**src/rtl/core/json_string_field_extractor_core_macros.svh**
```systemverilog
// Assertion helpers shared by the core files.
`ifndef JSON_STRING_FIELD_EXTRACTOR_CORE_MACROS_SVH
`define JSON_STRING_FIELD_EXTRACTOR_CORE_MACROS_SVH

// Checked only outside reset.
`define JSFE_ASSERT(label, prop, msg) \
  label: assert property (@(posedge clk) disable iff (rst) prop) \
    else $error(msg);

// Checked at every edge, reset included.
`define JSFE_ASSERT_ALWAYS(label, prop, msg) \
  label: assert property (@(posedge clk) prop) \
    else $error(msg);

`endif

```
**src/rtl/core/jsfe_pkg.sv**
```systemverilog
package jsfe_pkg;

  typedef enum logic [2:0] {
    PH_SEARCH,
    PH_PRE_COLON,
    PH_POST_COLON,
    PH_VALUE,
    PH_ESCAPE,
    PH_IDLE
  } phase_t;

  typedef enum logic [2:0] {
    CFG_KEY_LOW,
    CFG_KEY_MID_LOW,
    CFG_KEY_MID_HIGH,
    CFG_KEY_HIGH,
    CFG_KEY_LENGTH,
    CFG_MAX_VALUE
  } cfg_index_t;

  localparam int unsigned CFG_DATA_W = 64;
  localparam int unsigned CFG_IDX_W  = 3;
  localparam int unsigned KEY_LEN_W  = 6;
  localparam int unsigned COUNT_W    = 16;

  localparam logic [7:0] CH_SPACE  = 8'h20;
  localparam logic [7:0] CH_TAB    = 8'h09;
  localparam logic [7:0] CH_COLON  = 8'h3A;
  localparam logic [7:0] CH_QUOTE  = 8'h22;
  localparam logic [7:0] CH_BSLASH = 8'h5C;

  typedef struct packed {
    logic [7:0] out_byte;
    logic       out_valid;
    logic       doc_done;
    logic       lookup_status;
  } result_t;

endpackage

```
**src/rtl/core/jsfe_match_cell.sv**
```systemverilog
module jsfe_match_cell (
  input  logic       clk,
  input  logic       rst,
  input  logic       shift,
  input  logic       clear,
  input  logic       prev_hit,
  input  logic [7:0] text_byte,
  input  logic [7:0] pat_char,
  output logic       hit,
  output logic       hit_next
);
  // The stream ends in this cell's pattern prefix when the neighbor's
  // shorter prefix held one byte ago and this byte is the next character.
  assign hit_next = prev_hit && (text_byte == pat_char);

  always_ff @(posedge clk) begin
    if (rst || clear) begin
      hit <= 1'b0;
    end else if (shift) begin
      hit <= hit_next;
    end
  end

endmodule

```
**src/rtl/core/jsfe_out_queue.sv**
```systemverilog
`include "json_string_field_extractor_core_macros.svh"

module jsfe_out_queue (
  input  logic              clk,
  input  logic              rst,
  input  logic              push,
  input  jsfe_pkg::result_t push_data,
  output logic              can_push,
  output logic              head_valid,
  input  logic              head_ready,
  output jsfe_pkg::result_t head_data
);
  import jsfe_pkg::*;

  logic    head_full;
  logic    skid_full;
  result_t head_q;
  result_t skid_q;
  logic    pop;

  assign pop        = head_full && head_ready;
  assign can_push   = !skid_full;
  assign head_valid = head_full;
  assign head_data  = head_q;

  always_ff @(posedge clk) begin
    if (rst) begin
      head_full <= 1'b0;
      skid_full <= 1'b0;
    end else if (!head_full || pop) begin
      if (skid_full) begin
        head_full <= 1'b1;
        skid_full <= push;
      end else begin
        head_full <= push;
      end
    end else if (push) begin
      skid_full <= 1'b1;
    end
  end

  always_ff @(posedge clk) begin
    if (!head_full || pop) begin
      if (skid_full) begin
        head_q <= skid_q;
        if (push) begin
          skid_q <= push_data;
        end
      end else if (push) begin
        head_q <= push_data;
      end
    end else if (push) begin
      skid_q <= push_data;
    end
  end

  `JSFE_ASSERT(a_skid_behind_head, skid_full |-> head_full, "skid holds data with empty head")
  `JSFE_ASSERT(a_full_stalls_push, (!can_push) |-> head_valid, "input stalled with no result")
  `JSFE_ASSERT_ALWAYS(a_empty_after_rst, rst |=> !head_valid, "result shown after reset")

endmodule

```
**src/rtl/core/json_string_field_extractor_core.sv**
```systemverilog
// A value byte or end-of-document status is registered in the output queue, in its head
// register or, when the head is full, in its skid register, before it reaches the result port.
// Throughput: one text byte per cycle; the match window is a row of cells that
// all compare in parallel. Input stalls only when both output stages are full.
// Reset (synchronous): parser back to key search, window and count cleared,
// key registers zero, key length zero, value limit 255. No clearing pass.
`include "json_string_field_extractor_core_macros.svh"

module json_string_field_extractor_core #(
  parameter int unsigned MAX_KEY_BYTES = 32
) (
  input  logic                           clk,
  input  logic                           rst,
  input  logic                           cfg_we,
  input  logic [jsfe_pkg::CFG_IDX_W-1:0]  cfg_index,
  input  logic [jsfe_pkg::CFG_DATA_W-1:0] cfg_data,
  input  logic                           text_valid,
  output logic                           text_ready,
  input  logic [7:0]                     text_byte,
  input  logic                           text_last,
  output logic                           result_valid,
  input  logic                           result_ready,
  output logic [7:0]                     out_byte,
  output logic                           out_valid,
  output logic                           doc_done,
  output logic                           lookup_status
);
  import jsfe_pkg::*;

  localparam int unsigned WIN   = MAX_KEY_BYTES + 2;
  localparam int unsigned SEL_W = $clog2(WIN + 1);

  logic [CFG_DATA_W-1:0] key_low;
  logic [CFG_DATA_W-1:0] key_mid_low;
  logic [CFG_DATA_W-1:0] key_mid_high;
  logic [CFG_DATA_W-1:0] key_high;
  logic [KEY_LEN_W-1:0]  key_length;
  logic [COUNT_W-1:0]    max_value_bytes;

  logic [4*CFG_DATA_W-1:0]    key_full;
  logic [8*MAX_KEY_BYTES-1:0] key_all;
  logic [KEY_LEN_W-1:0]       len_eff;
  logic [SEL_W-1:0]           hit_sel;

  phase_t             phase;
  phase_t             phase_next;
  logic [COUNT_W-1:0] count;
  logic [COUNT_W-1:0] count_inc;
  logic [COUNT_W-1:0] count_next;

  logic       accept;
  logic       emit;
  logic [7:0] emit_byte;
  logic       window_hit;
  logic       shift;
  logic       doc_clear;
  logic       is_blank;
  logic       at_limit;

  logic [WIN:0] hit_q;
  logic [WIN:0] hit_d;

  result_t res;
  result_t head;
  logic    push;
  logic    can_push;

  // Configuration
  always_ff @(posedge clk) begin
    if (rst) begin
      key_low         <= '0;
      key_mid_low     <= '0;
      key_mid_high    <= '0;
      key_high        <= '0;
      key_length      <= '0;
      max_value_bytes <= COUNT_W'(255);
    end else if (cfg_we) begin
      case (cfg_index_t'(cfg_index))
        CFG_KEY_LOW:      key_low         <= cfg_data;
        CFG_KEY_MID_LOW:  key_mid_low     <= cfg_data;
        CFG_KEY_MID_HIGH: key_mid_high    <= cfg_data;
        CFG_KEY_HIGH:     key_high        <= cfg_data;
        CFG_KEY_LENGTH:   key_length      <= cfg_data[KEY_LEN_W-1:0];
        CFG_MAX_VALUE:    max_value_bytes <= cfg_data[COUNT_W-1:0];
        default: ;
      endcase
    end
  end

  assign key_full = {key_high, key_mid_high, key_mid_low, key_low};
  assign key_all  = key_full[8*MAX_KEY_BYTES-1:0];
  assign len_eff  = (key_length > KEY_LEN_W'(MAX_KEY_BYTES)) ?
                    KEY_LEN_W'(MAX_KEY_BYTES) : key_length;
  assign hit_sel  = SEL_W'(len_eff) + SEL_W'(2);

  assign accept    = text_valid && text_ready;
  assign shift     = accept && (phase == PH_SEARCH) && (text_byte != 8'h00);
  assign doc_clear = accept && text_last;

  // Match chain: cell k tracks "last k bytes equal the first k pattern bytes",
  // pattern being quote, key characters, quote.
  assign hit_q[0] = 1'b1;
  assign hit_d[0] = 1'b1;

  for (genvar k = 1; k <= WIN; k++) begin : g_cell
    logic [7:0] pat;
    if (k == 1) begin : g_open
      assign pat = CH_QUOTE;
    end else if (k - 2 < MAX_KEY_BYTES) begin : g_key
      assign pat = (len_eff == KEY_LEN_W'(k - 2)) ? CH_QUOTE : key_all[8*(k-2) +: 8];
    end else begin : g_close
      assign pat = CH_QUOTE;
    end

    jsfe_match_cell u_cell (
      .clk       (clk),
      .rst       (rst),
      .shift     (shift),
      .clear     (doc_clear),
      .prev_hit  (hit_q[k-1]),
      .text_byte (text_byte),
      .pat_char  (pat),
      .hit       (hit_q[k]),
      .hit_next  (hit_d[k])
    );
  end

  assign window_hit = hit_d[hit_sel];

  assign is_blank  = (text_byte == CH_SPACE) || (text_byte == CH_TAB);
  assign at_limit  = (count >= max_value_bytes);
  assign count_inc = count + COUNT_W'(emit);

  // Next state
  always_comb begin
    phase_next = phase;
    if (accept) begin
      if ((phase != PH_IDLE) && (text_byte == 8'h00)) begin
        phase_next = PH_IDLE;
      end else begin
        case (phase)
          PH_SEARCH: begin
            if (window_hit) phase_next = PH_PRE_COLON;
          end
          PH_PRE_COLON: begin
            if (text_byte == CH_COLON) phase_next = PH_POST_COLON;
            else if (!is_blank) phase_next = PH_IDLE;
          end
          PH_POST_COLON: begin
            if (text_byte == CH_QUOTE) begin
              phase_next = (max_value_bytes == '0) ? PH_IDLE : PH_VALUE;
            end else if (!is_blank) begin
              phase_next = PH_IDLE;
            end
          end
          PH_VALUE: begin
            if (at_limit || (text_byte == CH_QUOTE)) phase_next = PH_IDLE;
            else if ((text_byte == CH_BSLASH) && !text_last) phase_next = PH_ESCAPE;
          end
          PH_ESCAPE: phase_next = PH_VALUE;
          default: ;
        endcase
      end
      if ((phase_next == PH_VALUE) && (count_inc >= max_value_bytes)) begin
        phase_next = PH_IDLE;
      end
      if (text_last) begin
        phase_next = PH_SEARCH;
      end
    end
  end

  // Outputs of the parser
  always_comb begin
    emit      = 1'b0;
    emit_byte = 8'h00;
    if (accept) begin
      if ((phase != PH_IDLE) && (text_byte == 8'h00)) begin
        // backslash right before the terminator stands for itself
        if (phase == PH_ESCAPE) begin
          emit      = 1'b1;
          emit_byte = CH_BSLASH;
        end
      end else begin
        case (phase)
          PH_VALUE: begin
            if (!at_limit && (text_byte != CH_QUOTE) &&
                !((text_byte == CH_BSLASH) && !text_last)) begin
              emit      = 1'b1;
              emit_byte = text_byte;
            end
          end
          PH_ESCAPE: begin
            emit      = 1'b1;
            emit_byte = text_byte;
          end
          default: ;
        endcase
      end
    end
  end

  assign count_next = doc_clear ? '0 : (accept ? count_inc : count);

  always_ff @(posedge clk) begin
    if (rst) begin
      phase <= PH_SEARCH;
      count <= '0;
    end else begin
      phase <= phase_next;
      count <= count_next;
    end
  end

  assign res.out_byte      = emit_byte;
  assign res.out_valid     = emit;
  assign res.doc_done      = text_last;
  assign res.lookup_status = text_last && (count_inc == '0);
  assign push              = accept && (emit || text_last);

  jsfe_out_queue u_out_queue (
    .clk        (clk),
    .rst        (rst),
    .push       (push),
    .push_data  (res),
    .can_push   (can_push),
    .head_valid (result_valid),
    .head_ready (result_ready),
    .head_data  (head)
  );

  assign text_ready    = can_push;
  assign out_byte      = head.out_byte;
  assign out_valid     = head.out_valid;
  assign doc_done      = head.doc_done;
  assign lookup_status = head.lookup_status;

  `JSFE_ASSERT(a_emit_in_value, emit |-> (phase == PH_VALUE || phase == PH_ESCAPE), "byte emitted outside value")
  `JSFE_ASSERT(a_restart_after_last, doc_clear |=> (phase == PH_SEARCH && count == '0), "no restart after last byte")
  `JSFE_ASSERT(a_ready_without_result, (!result_valid) |-> text_ready, "input stalled with empty output")

endmodule
```
**config.mk**
```make
export PLATFORM = sky130hd
export DESIGN_NAME = json_string_field_extractor_core
export DESIGN_NICKNAME = d
export VERILOG_FILES = /design/src/rtl/core/jsfe_pkg.sv /design/src/rtl/core/jsfe_match_cell.sv /design/src/rtl/core/jsfe_out_queue.sv /design/src/rtl/core/json_string_field_extractor_core.sv
export VERILOG_INCLUDE_DIRS = /design/src /design/src/rtl/core
export SDC_FILE = /design/constraint.sdc
export NUM_CORES = 1
export LEC_CHECK = 0
export ABC_AREA = 1
export BUFFER_PORTS_ARGS = -buffer_cell sky130_fd_sc_hd__buf_2
export CAP_MARGIN = 20
export CORE_ASPECT_RATIO = 0.8
export CORE_MARGIN = 2
export CORE_UTILIZATION = 30
export CTS_CLUSTER_SIZE = 24
export DETAILED_ROUTE_END_ITERATION = 6
export GPL_ROUTABILITY_DRIVEN = 0
export PLACE_DENSITY = 0.51
export SYNTH_ARGS = -nofsm -noshare
export SYNTH_HDL_FRONTEND = slang
export SYNTH_HIERARCHICAL = 1
export SYNTH_SLANG_ARGS = --single-unit
```
**constraint.sdc**
```tcl
create_clock -name clk -period 16.2 [get_ports clk]
set_clock_uncertainty 0.2 [all_clocks]
set_input_delay 4.05 -clock clk [delete_from_list [all_inputs] [get_ports clk]]
set_output_delay 4.05 -clock clk [all_outputs]
set_load 0.05 [all_outputs]
```
Yosys cells after proc, flatten, opt, wreduce, memory -nomap -nowiden
Index checks and enable logic that the tools add are counted.
W data, S select, Z words.

word-level totals
  bits in registers = 354
  bits in latches = 0
  memory bits (writable) = 0
  ROM bits = 0
  input bits = 81
  word-level logic and storage cells = 276
  memories = 0

operators by class
  $add $sub $neg = 2
  $mul = 0
  divide/modulo/power cells = 0
  magnitude comparators = 4
  equality and inequality tests = 81
  shift-type cells = 0
  mux-type cells = 66
  bitwise gates (word level) = 0
  reduce and logical (&&, ||, !) cells = 72

operators with widths
  operator              number
  $mux W8               35
  $eq A8 B8 Y1          32
  $eq A6 B5 Y1 const B  16
  $mux W11              5
  $eq A6 B4 Y1 const B  8
  $logic_and A1 B1 Y1   45
  $mux W3               11
  $ge A16 B16 Y1        2
  $logic_not A16 Y1     2
  $eq A6 B3 Y1 const B  4
  $eq A8 B6 Y1 const B  3
  $add A16 B1 Y16       1
  $pmux W8 S2           1
  $eq A3 B2 Y1 const B  5
  $pmux W3 S5           1
  $reduce_and A2 Y1     7
  $eq A6 B2 Y1 const B  2
  $eq A3 B3 Y1 const B  3
  $mux W1               9
  $eq A8 B4 Y1 const B  1
  $eq A8 B7 Y1 const B  1
  $logic_not A8 Y1      1
  $ne A8 B6 Y1 const B  1
  $reduce_bool A8 Y1    1
  other kinds (17)      28

Depth between registers and ports, before layout
  word-level depth = 16
  gate-level depth with buffers = 39

Cells and area by module
The synthesis kept the hierarchy.

by module, submodules not included
  module                            times used  cells each  area an instance (um^2)  seq. area each (um^2)
  json_string_field_extractor_core  1           2125        14111.0                  5945.7
  jsfe_match_cell                   34          51          240.2                    20.0
  jsfe_out_queue                    1           71          900.9                    700.7

Least setup slack after synthesis
Ideal clock, no wire load.

  path type = input to register
  start point = input text_valid
  end point = register g_cell[10].u_cell.hit
  setup time = 0.091 ns
  arrival time = 11.819 ns
  required time = 15.909 ns
  slack = 4.090 ns
  stages = 5
  path buffers = 1
  path through = nand2_1 clkbuf_1 nor4_1 o21ai_0 a21oi_2

between the ends
  longest elaborated chain between the ends = 3
  elaborated cells between the ends (all ways) = 5
  those cells by class = reduce/logical: 5

RTL lines
  item                               line                                    source
  start: declaration                 json_string_field_extractor_core.sv:17  input logic text_valid,
  $logic_and A1 B1 Y1                json_string_field_extractor_core.sv:96  assign accept = text_valid && text_ready;
  $logic_and A1 B1 Y1 (2 in series)  json_string_field_extractor_core.sv:97  assign shift = accept && (phase == PH_SEARCH) && (text_byte != 8'h00);
  net shift                          json_string_field_extractor_core.sv:55  logic shift;
  end signal: assignment             jsfe_match_cell.sv:20                   hit <= hit_next;
  end: declaration                   jsfe_match_cell.sv:9                    output logic hit,

The timed path passes the listed nets, and every way through them passes these cells.
A chain may end at the register's enable or synchronous reset.

Worst setup path in the final report
  start point = input text_byte[4]
  end point = register phase[2]

between the ends
  longest elaborated chain between the ends = 13
  elaborated cells between the ends (all ways) = 100
  those cells by class = add/sub: 1; order compare: 1; eq/ne: 39; mux: 17; reduce/logical: 42

RTL lines
  item                    line                                     source
  start: declaration      json_string_field_extractor_core.sv:19   input logic [7:0] text_byte,
  $eq A8 B7 Y1            json_string_field_extractor_core.sv:188  !((text_byte == CH_BSLASH) && !text_last)) begin
  $logic_and A1 B1 Y1     json_string_field_extractor_core.sv:188
  $logic_not A1 Y1        json_string_field_extractor_core.sv:188
  $logic_and A1 B1 Y1     json_string_field_extractor_core.sv:187  if (!at_limit && (text_byte != CH_QUOTE) &&
  $mux W1                 json_string_field_extractor_core.sv:187
  $pmux W1 S2             json_string_field_extractor_core.sv:185  case (phase)
  $mux W1 *               json_string_field_extractor_core.sv:178  if ((phase != PH_IDLE) && (text_byte == 8'h00)) begin
  $mux W1 *               json_string_field_extractor_core.sv:177  if (accept) begin
  net emit                json_string_field_extractor_core.sv:52   logic emit;
  $add A16 B1 Y16 *       json_string_field_extractor_core.sv:132  assign count_inc = count + COUNT_W'(emit);
  net count_inc[14]       json_string_field_extractor_core.sv:48   logic [COUNT_W-1:0] count_inc;
  $ge A16 B16 Y1 *        json_string_field_extractor_core.sv:164  if ((phase_next == PH_VALUE) && (count_inc >= max_value_bytes)) begin
  $logic_and A1 B1 Y1 *   json_string_field_extractor_core.sv:164
  $mux W3 *               json_string_field_extractor_core.sv:164
  $mux W3 *               json_string_field_extractor_core.sv:167  if (text_last) begin
  end signal: assignment  json_string_field_extractor_core.sv:210  phase <= phase_next;
  end: declaration        json_string_field_extractor_core.sv:45   phase_t phase;

Mark *: on every way through the listed nets, which the timed path passes. The rest lies on a longest branch. The select of a mux whose other input is x is not followed.

==> summary.md <==
| Metric | Value |
|---|---|
| Status | `completed` |
| I/O pin cnt | `94` |
| Crit path required time | `16.50 ns` |
| Fin nets | `4120` |
| Share of cells above drive strength 1 | `0.0753` |
| Total track usage | `0.199` |
| Die Area | `79200 um2` |
| Critical Path End Type | `register` |
| CTS tree | `done` |
| Hold_buf cts | `0` |
| RSZ-0062 raised after global routing | `false` |
| Antenna violations before repair | `2` |
| Synthesized instance count | `3910` |
| Worst-path clk slew | `0.06 ns` |
| Buffers on Ports | `93` |
| YS warnings | `6` |
| Period utilisation layout | `0.534` |
| GR Layer Usage met1 | `0.296` |
| Vias in the first global route | `21200` |
| Fin. max-slew vios | `0` |
| Syn_area_per_cell | `5.90 um2` |
| Busiest metal layer after global routing | `met2` |
| Clock sinks | `354` |
| Start of the worst register-to-register path | `max_value_bytes[13]` |
| CP Data Arrival Time | `8.94 ns` |
| Via count | `22900` |
| First-pass GRT wire length | `123000 um` |
| DR iter-0 viols | `1677` |
| H-tree levels | `2` |
| Die Y | `252 um` |
| Max-Cap Viols | `0` |
| Post-route ant nets | `0` |
| Post-Place Worst Slack | `6.99 ns` |
| PwrDens | `85.7 nW/um2` |
| Number of fill cells in the layout | `8510` |
| Worst Hold Class | `reg -> reg` |
| Setup bufs post-CTS | `0` |
| Cts bufs inserted | `43` |
| Mapped cell area | `23100 um2` |
| Sum of buffers and inverters on the critical path | `7` |
| F_max | `116 MHz` |
| Most frequent cell on the critical path | `nand2_1` |
| # rows | `90` |
| Leak Pwr | `13.1 nW` |
| Minimum clock period | `8.65 ns` |
| Clock latency at the later pin of the worst-skew pair | `0.60 ns` |
| Critical Path Fanout Max | `26` |
| P&R area growth vs syn | `13.4%` |
| CP max stage cell | `buf_4` |
| Transition time of the tightest slew-check pin | `1.06 ns` |
| Worst Setup Slack, final | `7.55 ns` |
| Worst stage delay on the critical path | `0.65 ns` |
| Critical path class | `in -> reg` |
| Residual DRC | `0` |
| Routed wire per std cell | `15.5 um` |
| Crit-path leading delay family | `simple AND/OR/NAND/NOR gates` |
| PostCTS Resize Cnt | `0` |
| Start point of the critical path | `text_byte[4]` |
| Die Span X | `314 um` |
| Overflow after GRT | `0` |
| Sum Neg Setup Slack | `0 ns` |
| 1st-pass router iterations | `6` |
| Met2 usage | `0.297` |
| Vias per inst | `4.53` |
| Clock root buffer | `clkbuf_16` |
| Core box area | `75800 um2` |
| Final Setup Violations | `0` |
| Final hold viol count | `0` |
| Largest net degree at the start of global routing | `114` |
| Met3 Use GR | `0.0286` |
| Peak supply drop | `0.0695 mV` |
| Clock buffer depth | `3` |
| Initial core utilization | `0.305` |
| CP startpoint kind | `input port` |
| WL final | `78400 um` |
| Slew headroom | `0.290` |
| Worst hold path startpoint | `key_high[35]` |
| Half-perimeter wire length after placement | `54400 um` |
## layout make-up
cell class	instances	area, um2	area share
Clock inverter	19	174	0.00664
Multi-Input combinational cell	2588	12200	0.464
Antenna cell	1	2.50	0.0000956
Tap cell	1012	1270	0.0484
Timing Repair Buffer	121	678	0.0259
Clock buffer	58	1220	0.0467
Sequential cell	354	7310	0.279
Inverter	896	3380	0.129
## layout by cell type, fill, tap and decap left out, types with 2 or more instances in the layout
cell type,instances
nand2_1,1000
inv_1,885
nor2_1,486
dfxtp_1,332
o21ai_0,329
a21oi_1,226
nand3_1,115
buf_2,92
nand4_1,80
xnor2_1,71
or2_2,50
nor3_1,47
o211ai_1,43
clkbuf_16,43
ha_1,35
a21oi_2,35
buf_4,29
conb_1,27
edfxtp_1,22
clkbuf_8,9
xor2_1,8
clkinv_2,7
inv_6,6
clkbuf_1,6
nand2_2,5
nor4_1,5
nor2_4,5
clkinvlp_4,5
a31oi_1,4
clkinv_1,4
inv_4,3
inv_2,3
nor2_2,2
nand3_4,2
bufinv_16,2
## power breakdown
part           switching, mW  internal [mW]  leakage (nW)
Clock                  0.415          0.563         0.676
Sequential            0.0172          0.912          2.93
Combinational          0.234          0.104          9.54
## worst min-delay path, cell delays in order (launching register included)
cell	delay, ns
dfxtp_1	0.30
inv_1	0.05
a21oi_1	0.05
## stage by stage
step	util	instance area (um2)	cells	total power [mW]	hold slack (ns)
final	0.345	26200	5049	2.24	0.244
after global routing	0.345	26200	5049	2.36	0.260
after CTS	0.345	26200	5048	2.27	0.246
after detailed placement	0.327	24800	4971	1.28	0.237
after global placement	0.327	24800	4971	1.28	0.235
after floorplan	-	23200	3935	1.16	0.224
## metal layers
metal  part of all wire  routed length, um
met5                  0                  0
met2               0.41              32000
met4              0.021               1640
met1               0.52              40600
met3              0.052               4090
## path summary, 6_finish.rpt
| kind | endpoint | slack, ns | cells after the start |
|---|---|---|---|
| setup / recovery | phase[2] | 7.55 | 32 |
| hold / removal | key_high[35] | 0.24 | 2 |
| setup reg to reg | phase[2] | 10.83 | 36 |
| hold reg to reg | key_high[35] | 0.24 | 2 |
## sequential cells by signal (all words and copies together), names as in the netlist
signal,count
count,16
key_low,64
phase,3
key_mid_high,64
max_value_bytes,16
key_high,64
u_out_queue/skid_full,1
u_out_queue/head_data,11
u_out_queue/head_valid,1
g_cell.u_cell/hit,33
key_length,6
u_out_queue/skid_q,11
key_mid_low,64
(Power assumes the default switching activity.)
